===== config.mk =====
export PLATFORM = sky130hd
export DESIGN_NAME = control_reply_line_parser_top
export DESIGN_NICKNAME = d
export VERILOG_FILES = /design/src/rtl/crlp_pkg.sv /design/src/rtl/control_reply_line_parser_top.sv
export SDC_FILE = /design/constraint.sdc
export NUM_CORES = 1
export LEC_CHECK = 0
export ABC_AREA = 1
export BUFFER_PORTS_ARGS = -buffer_cell sky130_fd_sc_hd__buf_2
export CAP_MARGIN = 20
export CORE_MARGIN = 5
export CORE_UTILIZATION = 27
export CTS_BUF_LIST = sky130_fd_sc_hd__clkbuf_2
export CTS_CLUSTER_DIAMETER = 150
export DETAILED_ROUTE_END_ITERATION = 10
export HOLD_SLACK_MARGIN = 0.12
export PLACE_DENSITY = 0.47
export SLEW_MARGIN = 30
export SYNTH_ARGS = -nofsm -noshare
export SYNTH_HDL_FRONTEND = slang
export SYNTH_SLANG_ARGS = --single-unit

===== constraint.sdc =====
create_clock -name clk -period 5.12 [get_ports clk]
set_input_delay 1.024 -clock clk [delete_from_list [all_inputs] [get_ports clk]]
set_output_delay 1.024 -clock clk [all_outputs]
set_load 0.1 [all_outputs]

===== src/rtl/crlp_pkg.sv =====
// Shared types, constants and helpers for the control reply line parser.
// No dependencies.
package crlp_pkg;

  // Width of the internal position and value counters
  localparam int COUNT_BITS = 16;
  // Width of the reported lengths
  localparam int LEN_BITS   = 16;

  typedef logic [COUNT_BITS-1:0] count_t;
  typedef logic [LEN_BITS-1:0]   len_t;

  // Characters the parser looks for
  localparam logic [7:0] CH_CR    = 8'd13;
  localparam logic [7:0] CH_LF    = 8'd10;
  localparam logic [7:0] CH_TWO   = 8'h32;
  localparam logic [7:0] CH_SIX   = 8'h36;
  localparam logic [7:0] CH_FIVE  = 8'h35;
  localparam logic [7:0] CH_ZERO  = 8'h30;
  localparam logic [7:0] CH_EQ    = 8'h3D;
  localparam logic [7:0] CH_SPACE = 8'h20;

  // Position of the line type character
  localparam count_t TYPE_POS = count_t'(3);
  localparam count_t BODY_POS = count_t'(4);

  typedef enum logic [1:0] {
    MODE_START = 2'd0,
    MODE_FINAL = 2'd1,
    MODE_VALUE = 2'd2
  } scan_mode_t;

  // Saturating increment
  function automatic count_t count_inc(input count_t v);
    count_inc = (v == '1) ? v : v + count_t'(1);
  endfunction

  // Clamp a counter to the reported length width
  function automatic len_t report_len(input count_t v);
    logic [31:0] w;
    w = 32'(v);
    if (w > 32'((1 << LEN_BITS) - 1)) begin
      report_len = '1;
    end else begin
      report_len = w[LEN_BITS-1:0];
    end
  endfunction

endpackage


===== src/rtl/control_reply_line_parser_top.sv =====
// Top level of the control reply line parser: per-byte line scanner with a
// registered result beat. Depends on crlp_pkg.
//
//  channel | handshake           | payload
//  --------+---------------------+------------------------------------------
//  in      | in_valid / in_stall | data_byte
//  out     | out_valid/out_stall | store_*, line_*, key_*, value_*, reply_*,
//          |                     | status_code
//
// One byte per cycle while out is not stalled: each byte passes through the
// mode logic and its result is registered in the output register.
// A byte is taken whenever the output register is empty or being emptied.
// Reset (rst, synchronous) returns the scanner to the line start and empties
// the output register. A stall on out holds the result and stalls in.
module control_reply_line_parser_top
  import crlp_pkg::*;
(
  input  logic        clk,
  input  logic        rst,
  input  logic        in_valid,
  output logic        in_stall,
  input  logic [7:0]  data_byte,
  output logic        out_valid,
  input  logic        out_stall,
  output logic        store_valid,
  output logic [7:0]  store_byte,
  output logic        line_done,
  output logic [15:0] line_length,
  output logic        key_done,
  output logic [15:0] key_length,
  output logic        value_done,
  output logic [15:0] value_length,
  output logic        value_is_pair,
  output logic        reply_done,
  output logic        reply_ok,
  output logic [23:0] status_code
);

  scan_mode_t  scan_mode, scan_mode_next;
  count_t      line_position, line_position_next;
  count_t      value_count, value_count_next;
  logic        first_equals_pending, first_equals_pending_next;
  logic        pair_seen, pair_seen_next;
  logic [23:0] recent_stored_bytes, recent_stored_bytes_next;
  logic [23:0] latched_code, latched_code_next;
  logic        latched_ok, latched_ok_next;

  // Result of the current byte
  logic        r_store_valid;
  logic [7:0]  r_store_byte;
  logic        r_line_done;
  len_t        r_line_length;
  logic        r_key_done;
  len_t        r_key_length;
  logic        r_value_done;
  len_t        r_value_length;
  logic        r_value_is_pair;
  logic        r_reply_done;
  logic        r_reply_ok;
  logic [23:0] r_status_code;

  logic   accept;
  logic   is_cr, is_lf;
  count_t lp_inc;

  assign in_stall = out_valid && out_stall;
  assign accept   = in_valid && !in_stall;
  assign is_cr    = (data_byte == CH_CR);
  assign is_lf    = (data_byte == CH_LF);

  // Mode logic: next state and result for one byte
  always_comb begin
    scan_mode_next            = scan_mode;
    line_position_next        = line_position;
    value_count_next          = value_count;
    first_equals_pending_next = first_equals_pending;
    pair_seen_next            = pair_seen;
    latched_code_next         = latched_code;
    latched_ok_next           = latched_ok;
    lp_inc                    = count_inc(line_position);

    r_store_valid   = 1'b0;
    r_store_byte    = '0;
    r_line_done     = 1'b0;
    r_line_length   = '0;
    r_key_done      = 1'b0;
    r_key_length    = '0;
    r_value_done    = 1'b0;
    r_value_length  = '0;
    r_value_is_pair = 1'b0;
    r_reply_done    = 1'b0;
    r_reply_ok      = 1'b0;
    r_status_code   = '0;

    case (scan_mode)
      MODE_FINAL: begin
        if (!is_cr && !is_lf) begin
          r_store_valid      = 1'b1;
          r_store_byte       = data_byte;
          line_position_next = lp_inc;
        end
        if (is_lf) begin
          r_line_done        = 1'b1;
          r_line_length      = report_len(line_position);
          line_position_next = '0;
          r_reply_done       = 1'b1;
          r_reply_ok         = latched_ok;
          r_status_code      = latched_code;
          scan_mode_next     = MODE_START;
        end
      end
      MODE_VALUE: begin
        if (data_byte == CH_EQ && first_equals_pending) begin
          r_key_done                = 1'b1;
          r_key_length              = report_len(value_count);
          first_equals_pending_next = 1'b0;
          pair_seen_next            = 1'b1;
        end
        if (!is_cr && !is_lf) begin
          r_store_valid      = 1'b1;
          r_store_byte       = data_byte;
          line_position_next = lp_inc;
          value_count_next   = r_key_done ? '0 : count_inc(value_count);
        end
        // line end: length counts the line feed too, and the feed is stored
        if (is_lf) begin
          r_line_done        = 1'b1;
          r_line_length      = report_len(lp_inc);
          line_position_next = '0;
          r_value_done       = 1'b1;
          r_value_length     = report_len(value_count);
          r_value_is_pair    = pair_seen;
          r_store_valid      = 1'b1;
          r_store_byte       = CH_LF;
          scan_mode_next     = MODE_START;
        end
      end
      default: begin
        if (!is_cr) begin
          r_store_valid = 1'b1;
          r_store_byte  = data_byte;
        end
        if (line_position == TYPE_POS) begin
          line_position_next = BODY_POS;
          if (data_byte == CH_SPACE) begin
            latched_code_next = recent_stored_bytes;
            latched_ok_next   = (recent_stored_bytes[23:16] == CH_TWO ||
                                 recent_stored_bytes[23:16] == CH_SIX) &&
                                recent_stored_bytes[15:8] == CH_FIVE &&
                                recent_stored_bytes[7:0] == CH_ZERO;
            scan_mode_next    = MODE_FINAL;
          end else begin
            value_count_next          = '0;
            first_equals_pending_next = 1'b1;
            pair_seen_next            = 1'b0;
            scan_mode_next            = MODE_VALUE;
          end
        end else if (is_lf) begin
          r_line_done        = 1'b1;
          r_line_length      = report_len(line_position);
          line_position_next = '0;
        end else if (!is_cr) begin
          line_position_next = lp_inc;
        end
      end
    endcase

    recent_stored_bytes_next = r_store_valid ?
        {recent_stored_bytes[15:0], r_store_byte} : recent_stored_bytes;
  end

  // Scanner state
  always_ff @(posedge clk) begin
    if (rst) begin
      scan_mode            <= MODE_START;
      line_position        <= '0;
      value_count          <= '0;
      first_equals_pending <= 1'b0;
      pair_seen            <= 1'b0;
      recent_stored_bytes  <= '0;
      latched_code         <= '0;
      latched_ok           <= 1'b0;
    end else if (accept) begin
      scan_mode            <= scan_mode_next;
      line_position        <= line_position_next;
      value_count          <= value_count_next;
      first_equals_pending <= first_equals_pending_next;
      pair_seen            <= pair_seen_next;
      recent_stored_bytes  <= recent_stored_bytes_next;
      latched_code         <= latched_code_next;
      latched_ok           <= latched_ok_next;
    end
  end

  // Output beat valid
  always_ff @(posedge clk) begin
    if (rst) begin
      out_valid <= 1'b0;
    end else if (accept) begin
      out_valid <= 1'b1;
    end else if (!out_stall) begin
      out_valid <= 1'b0;
    end
  end

  // Output payload register
  always_ff @(posedge clk) begin
    if (accept) begin
      store_valid   <= r_store_valid;
      store_byte    <= r_store_byte;
      line_done     <= r_line_done;
      line_length   <= r_line_length;
      key_done      <= r_key_done;
      key_length    <= r_key_length;
      value_done    <= r_value_done;
      value_length  <= r_value_length;
      value_is_pair <= r_value_is_pair;
      reply_done    <= r_reply_done;
      reply_ok      <= r_reply_ok;
      status_code   <= r_status_code;
    end
  end

  // A finished reply or value line always closes a line
  a_end_closes_line: assert property (@(posedge clk) disable iff (rst)
    out_valid && (reply_done || value_done) |-> line_done)
    else $error("reply or value end without line end");

  // A value line end stores its line feed
  a_value_stores_lf: assert property (@(posedge clk) disable iff (rst)
    out_valid && value_done |-> store_valid && store_byte == CH_LF)
    else $error("value end without stored line feed");

  // The key split never coincides with a line end
  a_key_not_line: assert property (@(posedge clk) disable iff (rst)
    out_valid && key_done |-> !line_done)
    else $error("key split on a line end");

  // Accepting a byte always leaves a beat in the output register
  a_accept_fills: assert property (@(posedge clk) disable iff (rst)
    accept |=> out_valid)
    else $error("accepted byte lost");

  // A stalled output beat blocks further input
  a_stall_blocks: assert property (@(posedge clk) disable iff (rst)
    out_valid && out_stall |-> !accept)
    else $error("input taken over a stalled beat");

endmodule

==> results.md <==
* Cell family contributing the most delay on the critical path: simple AND/OR/NAND/NOR gates
* Number of design rule violations left after detail routing at 0
* Skew-Pair Late Insertion Delay at 760 ps
* Origin of the worst setup path: scan_mode[0]
* Clock buffers created by TritonCTS at 17
* Buffers inserted during post-CTS setup optimization at 0
* Warnings from Yosys at 0
* Sum Neg Setup Slack at 0 ps
* Final Critical Period at 2900 ps
* Via density at 4.45
* Maximum clock path buffer count at 2
* Static Leakage at 3.54 nW
* Part of the total power dissipated in combinational logic at 0.150
* Worst min path class: flip-flop to flip-flop
* Core region area at 29600 µm²
* Max transition margin at 0.379
* Maximum fanout count along the critical path at 42
* Chip Width at 183 µm
* Number of rows in the core area at 63
* Type of element launching the critical path: flip-flop
* Placed instance count at 1439
* Leading cell type in the layout, fill and taps excluded: nand2_1
* Launch instance of the worst register-to-register path: scan_mode[0]
* Number of routed nets with antenna violations at 0
* Total Routing Usage GR at 0.126
* Initial detailed-routing violation count at 353
* Ports placed on the boundary at 101
* Vias in the first global route at 6130
* Total wire length at 21.1 mm
* Root Driver: clkbuf_2
* Synthesized net count at 1008
* Number of hold buffers added after cts at 0
* FMAX at 345 MHz
* VDD IR max at 0.000109 V
* Portion of total power attributed to sequential cells at 0.577
* Global-route wire length before repair at 33.8 mm
* CTS tree: yes
* Final Skew at 55.3 ps
* Count of mapped cells out of synthesis at 992
* Cell with the biggest individual delay on the critical path: ha_1
* WP data required at 5810 ps
* Total number of vias at 6551
* Setup Crit Path Kind: flip-flop to flip-flop
* Number of pins with negative max-slew slack in the final report at 0
* Number of distinct library cells after synthesis at 36
* CP cell instances: inv_1 -> ha_1 -> inv_1 -> nor2_8 -> nand2_4 -> nor2_8 -> o21ai_0 -> a21oi_1
* Layout-stage area growth over the synthesis result at 12.3%
* Launch instance of the worst min-delay path: pair_seen
* Unrepaired setup endpoints after global routing: false
* Worst stage delay on the critical path at 660 ps
* Leading cell types in the layout, fill and taps excluded: nand2_1, nor2_1, inv_1, buf_2, edfxtp_1
* Internal power at 0.00179 W
* Fin. Hold Viols at 0
* Crit. End Element: flip-flop
* Initial cell density of the core at 0.273
* Largest net degree at the start of global routing at 77
* H-tree depth reported by CTS at 4
* Power density over cell area at 291 nW/µm²
* Weighted congestion reported at the end of routability-driven placement at 0.838
* Clock slew at reported path FFs at 230 ps
* Switching power of the nets at 0.000854 W
* Total number of nets in the final design at 1084
* Layout cell share with drive strength beyond 1 at 0.167
* Sink count of the clock tree at 173
* Routed len/inst at 14.3 µm
* Slew at the pin with the worst max-slew slack at 931 ps
* Count of instances resized after the clock tree is built at 0
* Total congestion overflow after global routing at 0
* Die Footprint at 33600 µm²
* Post-detail-place hpwl at 14.2 mm
* Number of buffer cells added on primary ports at 100
* Final period util at 0.565
* Total of flip-flops plus latches after synthesis at 173
* Net Sw Frac at 0.323
* WP buf/inv at 2
* Max-cap viol count at 0
* Crit path DAT at 3580 ps
* Die Ht at 183 µm
* Number of cells in the finished layout apart from fillers at 1472
* Share of power burned in the clock network at 0.274
* Sequential fraction of the synthesis area at 0.535
* Post-synth design cell area at 8100 µm²
* Iteration count of the initial detailed-routing pass at 5
* Setup violations, final at 0
* Initial antenna violation count at 5
* Outcome: completed
* Avg Cell Area, Syn at 8.17 µm²
synth_stat cells:
library cell,instances,area share
a21oi_1,64,0.040
a21oi_2,15,0.016
and2_0,1,0.00077
and2_1,1,0.00077
buf_1,4,0.0019
buf_2,15,0.0093
buf_4,4,0.0037
buf_6,5,0.0070
clkbuf_1,17,0.0079
clkinv_1,1,0.00046
dfxtp_1,86,0.21
edfxtp_1,87,0.32
ha_1,4,0.0062
inv_1,107,0.050
inv_2,7,0.0032
nand2_1,223,0.10
nand2_2,6,0.0046
nand2_4,1,0.0014
nand3_1,83,0.051
nand3_2,2,0.0025
nand3b_1,2,0.0019
nand4_1,7,0.0054
nand4_2,1,0.0015
nor2_1,162,0.075
nor2_2,6,0.0046
nor2_4,3,0.0042
nor2_8,2,0.0049
nor3_1,13,0.0080
nor3_4,1,0.0020
nor4_1,2,0.0015
o211ai_1,17,0.016
o21ai_0,10,0.0062
o21ai_1,24,0.015
o21ai_2,1,0.0011
or2_2,1,0.00077
xor2_1,7,0.0076
per-layer routing:
layer	up-vias	global-route usage	wire (µm)
met4	8	0.0396	276
met3	23	0.0331	1060
met5	-	0	57
met2	123	0.199	9700
li1	3374	-	-
met1	3023	0.168	9970
power groups by stage:
stage / sequential, W / clock [W] / combinational (W)
global route: 0.00153 / 0.000805 / 0.000419
global placement: 0.00155 / 0 / 0.000399
detailed placement: 0.00155 / 0 / 0.000400
CTS: 0.00153 / 0.000753 / 0.000400
floorplan: 0.00178 / 0 / 0.000101
finish: 0.00152 / 0.000723 / 0.000396
worst paths after layout:
kind | endpoint | slack, ps | cells after the start
setup / recovery | latched_code[0] | 2220 | 8
hold / removal | pair_seen | 490 | 2
setup reg to reg | latched_code[0] | 2220 | 8
hold reg to reg | pair_seen | 490 | 2
cells by family after synthesis:
group,count (synthesis),synth area share
adders and majority gates,4,0.00618
xor gates and xnor gates,7,0.00757
AOI/OAI and AO/OA,131,0.0936
DFF,173,0.535
buffers and inverters,160,0.0829
and+or+nand+nor,517,0.275
tightest hold or removal path, stage by stage (launching register included):
cell and delay (ps):
dfxtp_1 360, nand2_1 60, a21oi_1 50
per-stage QoR:
stage	utilization	hold WS (ps)	instance area, µm²	worst slack (ps)	power (W)
6_report	0.307	486	9090	2220	0.00264
5_1_grt	0.307	477	9090	1920	0.00276
4_1_cts	0.307	461	9090	2190	0.00268
3_5_place_dp	0.299	457	8870	1690	0.00195
3_3_place_gp	0.299	453	8870	1790	0.00195
2_1_floorplan	-	439	8100	514	0.00189
flip-flops by register name, indices dropped and copies added, names as in the netlist, 8 cells and up:
name	flops
key_length	16
latched_code	24
line_length	16
line_position	16
recent_stored_bytes	24
status_code	24
store_byte	8
value_count	16
value_length	16
final cells by class:
class                   count  area, µm²
fillers                  3214      20500
flip-flops and latches    173       4330
multi-input cells         659       3090
repair buffers            102        515
well taps                 390        488
inverters                 115        434
clock inverters            10        116
clock buffers              22        110
diodes                      1       2.50
No activity file was read; power rests on OpenSTA's default activity.
